[src/sv/i2cbm_pkg.sv]
package i2cbm_pkg;

   localparam int DelayWidth = 16;
   localparam logic [63:0] DelayMax = (64'd1 << DelayWidth) - 64'd1;
   localparam logic [15:0] PhaseReset = 16'd500;
   localparam logic [7:0] MsbMask = 8'h80;
   localparam logic [7:0] LsbBit = 8'h01;
   localparam logic [3:0] BitsPerByte = 4'd8;

   typedef enum logic [2:0] {
      CMD_START = 3'd0,
      CMD_STOP  = 3'd1,
      CMD_ACK   = 3'd2,
      CMD_NACK  = 3'd3,
      CMD_WACK  = 3'd4,
      CMD_SEND  = 3'd5,
      CMD_RECV  = 3'd6
   } cmd_type;

   localparam logic [2:0] OpcodeUnused = 3'd7;

   typedef enum logic [1:0] {
      STAT_OK       = 2'd0,
      STAT_BUS_BUSY = 2'd1,
      STAT_BUS_ERR  = 2'd2,
      STAT_NO_ACK   = 2'd3
   } status_type;

   typedef logic [2:0] step_type;

   localparam step_type StepIdle = 3'd0;
   localparam step_type Step1    = 3'd1;
   localparam step_type Step2    = 3'd2;
   localparam step_type Step3    = 3'd3;
   localparam step_type Step4    = 3'd4;

   typedef struct packed {
      logic       cmd_valid;
      logic [2:0] opcode;
      logic [7:0] tx_byte;
      logic       sda_in;
   } req_type;

   typedef struct packed {
      logic       scl_out;
      logic       sda_out;
      logic       busy_res;
      logic       done_res;
      logic [1:0] status;
      logic [7:0] rx_byte;
   } rsp_type;

endpackage

[src/sv/i2c_bit_level_master.sv]
// Command-level I2C master driving SCL and SDA as open-drain levels. Each req
// word is one tick of the pin sequencer: it may carry a command (start, stop,
// ack, nack, wait ack, send byte, receive byte) and always carries the sampled
// SDA level. Every req word yields exactly one rsp word holding the pin drive,
// busy, done, status and last received byte after that tick. One word is taken
// per clock cycle while the result register is free or being taken; a word goes
// through an input register, combinational step logic and a result register.
// Non-final pin steps wait phase_ticks idle ticks (reset 500); the user must write
// phase_ticks via csr_we/csr_wdata only while idle; the block does not enforce it.
module i2c_bit_level_master (
   input  logic               clock,
   input  logic               reset,
   input  logic               req_valid,
   output logic               req_ready,
   input  i2cbm_pkg::req_type req_data,
   output logic               rsp_valid,
   input  logic               rsp_ready,
   output i2cbm_pkg::rsp_type rsp_data,
   input  logic               csr_we,
   input  logic [15:0]        csr_wdata
);

   logic               in_valid_ff, in_valid_in;
   i2cbm_pkg::req_type in_data_ff;
   logic               out_valid_ff, out_valid_in;
   i2cbm_pkg::rsp_type out_data_ff;
   logic [15:0]        phase_ff;
   logic               advance;
   logic               step_en;
   i2cbm_pkg::rsp_type step_result;

   // result stage frees when empty or being taken
   assign advance   = !out_valid_ff || rsp_ready;
   assign step_en   = in_valid_ff && advance;
   assign req_ready = !in_valid_ff || advance;

   assign in_valid_in  = (req_valid && req_ready) || (in_valid_ff && !advance);
   assign out_valid_in = step_en || (out_valid_ff && !rsp_ready);

   i2cbm_seq u_seq (
      .clock       (clock),
      .reset       (reset),
      .step_en     (step_en),
      .item        (in_data_ff),
      .phase_ticks (phase_ff),
      .result      (step_result)
   );

   always_ff @(posedge clock) begin
      if (reset) begin
         in_valid_ff  <= 1'b0;
         out_valid_ff <= 1'b0;
         phase_ff     <= i2cbm_pkg::PhaseReset;
      end else begin
         in_valid_ff  <= in_valid_in;
         out_valid_ff <= out_valid_in;
         if (csr_we) begin
            phase_ff <= csr_wdata;
         end
      end
   end

   always_ff @(posedge clock) begin
      if (req_valid && req_ready) begin
         in_data_ff <= req_data;
      end
      if (step_en) begin
         out_data_ff <= step_result;
      end
   end

   assign rsp_valid = out_valid_ff;
   assign rsp_data  = out_data_ff;

   held_word_kept: assert property (@(posedge clock) disable iff (reset)
      in_valid_ff && out_valid_ff && !rsp_ready |=> in_valid_ff)
      else $error("stalled req word dropped");

   done_not_busy: assert property (@(posedge clock) disable iff (reset)
      rsp_valid |-> !(rsp_data.done_res && rsp_data.busy_res))
      else $error("done and busy together");

   status_on_done: assert property (@(posedge clock) disable iff (reset)
      rsp_valid && !rsp_data.done_res |-> rsp_data.status == i2cbm_pkg::STAT_OK)
      else $error("status outside completion");

endmodule

[src/sv/i2cbm_seq.sv]
module i2cbm_seq (
   input  logic              clock,
   input  logic              reset,
   input  logic              step_en,
   input  i2cbm_pkg::req_type item,
   input  logic [15:0]       phase_ticks,
   output i2cbm_pkg::rsp_type result
);

   i2cbm_pkg::cmd_type  cmd_ff, cmd_in;
   i2cbm_pkg::step_type step_ff, step_in;
   logic [3:0] bit_cnt_ff, bit_cnt_in;
   logic [i2cbm_pkg::DelayWidth-1:0] tick_ff, tick_in;
   logic [7:0] shift_ff, shift_in;
   logic scl_lvl_ff, scl_lvl_in;
   logic sda_lvl_ff, sda_lvl_in;
   logic [7:0] rx_hold_ff, rx_hold_in;

   logic [63:0] phase_ext;
   logic [i2cbm_pkg::DelayWidth-1:0] load_delay;
   logic run;
   logic fin;
   i2cbm_pkg::status_type st;

   assign phase_ext = {48'd0, phase_ticks};
   // phase saturates at what the counter can hold
   assign load_delay = (phase_ext > i2cbm_pkg::DelayMax) ?
                       i2cbm_pkg::DelayMax[i2cbm_pkg::DelayWidth-1:0] :
                       phase_ext[i2cbm_pkg::DelayWidth-1:0];

   always_comb begin
      cmd_in     = cmd_ff;
      step_in    = step_ff;
      bit_cnt_in = bit_cnt_ff;
      tick_in    = tick_ff;
      shift_in   = shift_ff;
      scl_lvl_in = scl_lvl_ff;
      sda_lvl_in = sda_lvl_ff;
      rx_hold_in = rx_hold_ff;
      run        = 1'b0;
      fin        = 1'b0;
      st         = i2cbm_pkg::STAT_OK;

      if (step_ff == i2cbm_pkg::StepIdle) begin
         if (item.cmd_valid && item.opcode != i2cbm_pkg::OpcodeUnused) begin
            cmd_in     = i2cbm_pkg::cmd_type'(item.opcode);
            bit_cnt_in = 4'd0;
            shift_in   = (item.opcode == i2cbm_pkg::CMD_SEND) ? item.tx_byte : 8'd0;
            step_in    = i2cbm_pkg::Step1;
            run        = 1'b1;
         end
      end else if (tick_ff != '0) begin
         tick_in = tick_ff - 1'b1;
      end else begin
         run = 1'b1;
      end

      if (run) begin
         unique case (cmd_in)
            i2cbm_pkg::CMD_START: begin
               if (step_in == i2cbm_pkg::Step1) begin
                  sda_lvl_in = 1'b1;
                  scl_lvl_in = 1'b1;
               end else if (step_in == i2cbm_pkg::Step2) begin
                  if (!item.sda_in) begin
                     st  = i2cbm_pkg::STAT_BUS_BUSY;
                     fin = 1'b1;
                  end else begin
                     sda_lvl_in = 1'b0;
                  end
               end else if (step_in == i2cbm_pkg::Step3) begin
                  if (item.sda_in) begin
                     st  = i2cbm_pkg::STAT_BUS_ERR;
                     fin = 1'b1;
                  end else begin
                     sda_lvl_in = 1'b0;
                  end
               end else begin
                  fin = 1'b1;
               end
            end
            i2cbm_pkg::CMD_STOP, i2cbm_pkg::CMD_ACK, i2cbm_pkg::CMD_NACK: begin
               if (step_in == i2cbm_pkg::Step1) begin
                  scl_lvl_in = 1'b0;
               end else if (step_in == i2cbm_pkg::Step2) begin
                  sda_lvl_in = (cmd_in == i2cbm_pkg::CMD_NACK);
               end else if (step_in == i2cbm_pkg::Step3) begin
                  scl_lvl_in = 1'b1;
               end else if (step_in == i2cbm_pkg::Step4) begin
                  // stop releases sda, ack and nack pull scl low again
                  if (cmd_in == i2cbm_pkg::CMD_STOP) begin
                     sda_lvl_in = 1'b1;
                  end else begin
                     scl_lvl_in = 1'b0;
                  end
               end else begin
                  fin = 1'b1;
               end
            end
            i2cbm_pkg::CMD_WACK: begin
               if (step_in == i2cbm_pkg::Step1) begin
                  scl_lvl_in = 1'b0;
               end else if (step_in == i2cbm_pkg::Step2) begin
                  sda_lvl_in = 1'b1;
               end else if (step_in == i2cbm_pkg::Step3) begin
                  scl_lvl_in = 1'b1;
               end else begin
                  if (item.sda_in) begin
                     st = i2cbm_pkg::STAT_NO_ACK;
                  end
                  scl_lvl_in = 1'b0;
                  fin        = 1'b1;
               end
            end
            i2cbm_pkg::CMD_SEND: begin
               if (step_in == i2cbm_pkg::Step1) begin
                  scl_lvl_in = 1'b0;
               end else if (step_in == i2cbm_pkg::Step2) begin
                  sda_lvl_in = |(shift_in & i2cbm_pkg::MsbMask);
                  shift_in   = {shift_in[6:0], 1'b0};
               end else if (step_in == i2cbm_pkg::Step3) begin
                  scl_lvl_in = 1'b1;
                  bit_cnt_in = bit_cnt_in + 4'd1;
               end else begin
                  scl_lvl_in = 1'b0;
                  if (bit_cnt_in >= i2cbm_pkg::BitsPerByte) begin
                     fin = 1'b1;
                  end else begin
                     // loop back, next bit starts at step two
                     step_in = i2cbm_pkg::Step1;
                  end
               end
            end
            i2cbm_pkg::CMD_RECV: begin
               if (step_in == i2cbm_pkg::Step1) begin
                  sda_lvl_in = 1'b1;
                  shift_in   = {shift_in[6:0], 1'b0};
                  scl_lvl_in = 1'b0;
               end else if (step_in == i2cbm_pkg::Step2) begin
                  scl_lvl_in = 1'b1;
               end else begin
                  if (item.sda_in) begin
                     shift_in = shift_in | i2cbm_pkg::LsbBit;
                  end
                  bit_cnt_in = bit_cnt_in + 4'd1;
                  scl_lvl_in = 1'b0;
                  if (bit_cnt_in >= i2cbm_pkg::BitsPerByte) begin
                     rx_hold_in = shift_in;
                     fin        = 1'b1;
                  end else begin
                     shift_in = {shift_in[6:0], 1'b0};
                     step_in  = i2cbm_pkg::Step1;
                  end
               end
            end
            default: begin
               fin = 1'b1;
            end
         endcase

         if (fin) begin
            step_in = i2cbm_pkg::StepIdle;
            tick_in = '0;
         end else begin
            step_in = step_in + 3'd1;
            tick_in = load_delay;
         end
      end
   end

   always_comb begin
      result.scl_out  = scl_lvl_in;
      result.sda_out  = sda_lvl_in;
      result.busy_res = (step_in != i2cbm_pkg::StepIdle);
      result.done_res = fin;
      result.status   = fin ? st : i2cbm_pkg::STAT_OK;
      result.rx_byte  = rx_hold_in;
   end

   always_ff @(posedge clock) begin
      if (reset) begin
         cmd_ff     <= i2cbm_pkg::CMD_START;
         step_ff    <= i2cbm_pkg::StepIdle;
         bit_cnt_ff <= 4'd0;
         tick_ff    <= '0;
         shift_ff   <= 8'd0;
         scl_lvl_ff <= 1'b1;
         sda_lvl_ff <= 1'b1;
         rx_hold_ff <= 8'd0;
      end else if (step_en) begin
         cmd_ff     <= cmd_in;
         step_ff    <= step_in;
         bit_cnt_ff <= bit_cnt_in;
         tick_ff    <= tick_in;
         shift_ff   <= shift_in;
         scl_lvl_ff <= scl_lvl_in;
         sda_lvl_ff <= sda_lvl_in;
         rx_hold_ff <= rx_hold_in;
      end
   end

   step_in_range: assert property (@(posedge clock) disable iff (reset)
      step_ff <= i2cbm_pkg::Step4 || (step_ff == 3'd5 && cmd_ff != i2cbm_pkg::CMD_START))
      else $error("sequencer step out of range");

   wait_only_when_busy: assert property (@(posedge clock) disable iff (reset)
      step_ff == i2cbm_pkg::StepIdle |-> tick_ff == '0)
      else $error("delay count left over while idle");

   bit_count_bound: assert property (@(posedge clock) disable iff (reset)
      bit_cnt_ff <= i2cbm_pkg::BitsPerByte)
      else $error("bit counter past one byte");

endmodule
[config.mk]
export PLATFORM = sky130hd
export DESIGN_NAME = i2c_bit_level_master
export DESIGN_NICKNAME = d
export VERILOG_FILES = /design/src/sv/i2cbm_pkg.sv /design/src/sv/i2c_bit_level_master.sv /design/src/sv/i2cbm_seq.sv
export SDC_FILE = /design/constraint.sdc
export NUM_CORES = 1
export LEC_CHECK = 0
export ABC_AREA = 0
export BUFFER_PORTS_ARGS = -buffer_cell sky130_fd_sc_hd__buf_2
export CORE_ASPECT_RATIO = 1.5
export CORE_UTILIZATION = 45
export DETAILED_ROUTE_END_ITERATION = 8
export HOLD_SLACK_MARGIN = 0.1
export PLACE_DENSITY_LB_ADDON = 0.3
export SETUP_SLACK_MARGIN = 0.15
export SYNTH_ARGS = -nofsm -noshare
export SYNTH_HDL_FRONTEND = slang
export SYNTH_SLANG_ARGS = --single-unit
[constraint.sdc]
create_clock -name clock -period 3.2 [get_ports clock]
set_input_delay 0 -clock clock [delete_from_list [all_inputs] [get_ports clock]]
set_output_delay 0 -clock clock [all_outputs]
set_load 0.005 [all_outputs]
==> metrics.md <==
| Metric | Value |
|---|---|
| Status | `finished clean` |
| Most instantiated library cell after synthesis | `dfxtp_1` |
| Post-Synthesis Cell Area | `4850 um^2` |
| Pins Over Slew Limit | `0` |
| Leak | `2.42 nW` |
| Hold Violations, Final | `0` |
| MaxCap Viol Count | `0` |
| Syn_nets | `585` |
| Routed WL | `13,400 um` |
| Max Clock Freq | `350 MHz` |
| First-pass GRT wire length | `21,600 um` |
| YS warnings | `0` |
| Port Buf Inserts | `49` |
| Critical path capture point type | `flop` |
| Post-placement cell area | `5320 um^2` |
| Cell area power density | `480 nW/um^2` |
| Minimum clock period | `2860 ps` |
| Internal Power | `2.11 mW` |
| Distinct cells, synth | `64` |
| Cts bufs inserted | `9` |
| Clock sink count | `89` |
| Post-route cell area | `5990 um^2` |
| Synth Area per Inst | `8.84 um^2` |
| Period utilisation layout | `0.892` |
| Dpl hpwl | `9440 um` |
| Clock root buffer | `clkbuf_16` |
| Ys async rst share | `0` |
| Power share of the combinational group | `0.167` |
| Sw frac | `0.267` |
| Die Wd | `86.7 um` |
| Routability cong. | `0.908` |
| Initial antenna violation count | `0` |
| DR WL/cell | `17.2 um` |
| Vias per cell | `5.81` |
| Critical path arrival | `3130 ps` |
| Starting density of the core | `0.460` |
| Bufs on Longest Clock Path | `2` |
| Sw power | `0.768 mW` |
| Core area | `10,500 um^2` |
| Die Y | `129 um` |
| Post-synthesis sequential area ratio | `0.423` |
| Clk network pwr share | `0.396` |
| Sequential share of power | `0.437` |
| Pin count of the biggest net entering global routing | `37` |
| Final setup fails | `0` |
| Seq cells post-synth | `89` |
| Yosys top cell area share | `0.256` |
| Worst Tran Pin Value | `729 ps` |
| Die area | `11,200 um^2` |
| Gr ovfl total | `0` |
| Total GRT Usage | `0.250` |
| CTS clk-pin slew, worst paths | `70 ps` |
| Layout cells sized above 1 | `0.186` |
| Final TNS setup | `0 ps` |
| Clock Latency Late Sink | `350 ps` |
| Inserted Diodes | `0` |
| Required @ worst endpoint | `3470 ps` |
| CTS tree | `built` |
| Syn-to-layout area delta | `23.7%` |
| VDD IR max | `329 uV` |
| Drt initial violations | `294` |
| EDFF count, synth | `27` |
| DRC Markers | `0` |
| Synth cell count leaders | `dfxtp_1 (62), nor2_1 (59), nand2_1 (39)` |
| Htree depth | `3` |
| Vias in the first global route | `4,494` |
| CP startpoint kind | `flop` |
| Post-synth top area cell | `dfxtp_1` |
| Final nets | `668` |
| First-pass DRT Iterations | `5` |
| Worst path cell trace | `inv_1 > ha_1 > nor4b_1 > buf_4 > and3_1 > a31o_4 > nand2_4 > or4_4 > nor3_4 > buf_12 > o2bb2ai_1` |
| Largest cells by area after synthesis | `dfxtp_1 (26%), edfxtp_1 (17%), nor2_1 (4.6%)` |
| Worst hold margin | `188 ps` |
| Largest stage delay, worst path | `600 ps` |
| Final Skew | `9.07 ps` |
| I/O pin count | `50` |
| Crit path max fanout | `14` |
| Number of setup buffers added after CTS | `0` |
| Cell count after synthesis | `548` |
| Via count | `4,529` |
| Max_slew headroom | `0.514` |
| Crit Path Category | `flop to flop` |
| Cell Rows | `46` |
| Fillers | `946` |
| Antenna Nets Post-Route | `0` |
| RSZ-0062 raised after global routing | `false` |
| Ys flop type | `dfxtp_1` |
| Hold Crit Class | `input port to flop` |
| CP max-delay cell | `or4_4` |
## final cells by class
cell class | count | area [um^2] | share of cell area
clock buffer | 13 | 314 | 0.0524
clock inverter | 3 | 22.5 | 0.00376
inverter | 20 | 75.1 | 0.0125
multi-input combinational | 404 | 2570 | 0.430
sequential | 89 | 2050 | 0.342
tap | 144 | 180 | 0.0301
timing repair buffer | 107 | 773 | 0.129
## routing by layer
layer	part of all wire	up-vias	routed length [um]	GRT usage
met5	0	-	0	0
li1	-	2209	-	-
met2	0.54	128	7260	0.469
met4	0.046	0	622	0.154
met3	0.031	40	415	0.0395
met1	0.38	2152	5090	0.257
## repair_timing
item                                    CTS  global route
endpoints found under the hold margin    31             0
resized for setup                         0             3
hold buffers                             32             0
endpoints found under the setup margin    0             3
## path summary, 6_finish.rpt
| kind | startpoint | to | slack [ps] | cells past startpoint |
|---|---|---|---|---|
| min reg2reg | phase_ff[2] | u_seq.tick_ff[2] | 460 | 1 |
| min | csr_we | phase_ff[3] | 190 | 3 |
| max reg2reg | u_seq.tick_ff[0] | u_seq.tick_ff[2] | 340 | 11 |
| max | u_seq.tick_ff[0] | u_seq.tick_ff[2] | 340 | 11 |
## registers in the layout, summed over array words and instances (netlist names)
register / cells
u_seq.step_ff: 3
in_data_ff: 13
u_seq.bit_cnt_ff: 4
u_seq.rx_hold_ff: 8
u_seq.shift_ff: 8
u_seq.scl_lvl_ff: 1
u_seq.sda_lvl_ff: 1
rsp_valid: 1
u_seq.cmd_ff: 3
u_seq.tick_ff: 16
rsp_data: 14
in_valid_ff: 1
phase_ff: 16
## cell usage in the layout, fill, tap and decap left out, drive strengths merged, types with 6 or more instances in the layout
cell type    netlist  final
nand2b             8      8
nand3             13     13
nand2             41     41
and2               7      7
a22oi             10     10
a2111oi            6      6
nor3b              9      9
a21o              18     18
a211oi            11     11
inv               20     22
a211o              7      7
dlygate4sd3        0     32
mux2i             10     10
a21oi             37     37
o21ai             33     33
a31oi              9      9
nor3              23     23
edfxtp            27     27
nor4              11     11
dfxtp             62     62
nor2b             10     10
nor2              61     61
o22ai              6      6
and3               8      8
clkbuf            26     13
buf                9     75
o2bb2ai           11     11
## worst max-delay path, delay by kind of cell, from the launching register on
family / cells / cell delay, ps
buffers and inverters: 3 / 440
AND/OR/NAND/NOR: 5 / 1480
AO/OA/AOI/OAI: 2 / 310
flip-flops: 1 / 340
adder cells (fa/ha/maj): 1 / 200
## power groups by stage
stage                     logic (mW)  registers [mW]  clock network, mW
final                          0.480            1.26               1.14
after global placement         0.429            1.28                  0
after global routing           0.525            1.26               1.21
after floorplan                0.304            1.27                  0
after CTS                      0.473            1.26               1.16
after detailed placement       0.439            1.28                  0
## stage by stage
| step | std cells | worst slack [ps] | util | total power, mW |
|---|---|---|---|---|
| floorplan | 548 | 399 | - | 1.57 |
| global placement | 732 | 345 | 0.505 | 1.71 |
| detailed placement | 732 | 239 | 0.505 | 1.72 |
| CTS | 780 | 216 | 0.568 | 2.89 |
| global route | 780 | 150 | 0.569 | 3.00 |
| finish | 780 | 345 | 0.569 | 2.88 |
## cells by family after synthesis
group                    after synthesis  share of synthesized area
XOR/XNOR                               3                    0.00542
flip-flops                            89                      0.423
AO/OA/AOI/OAI                        180                      0.267
AND/OR/NAND/NOR                      207                      0.226
buffers and inverters                 55                     0.0475
multiplexers                          11                     0.0230
adder cells (fa/ha/maj)                3                    0.00775
Power figures use the tool's default switching activity.
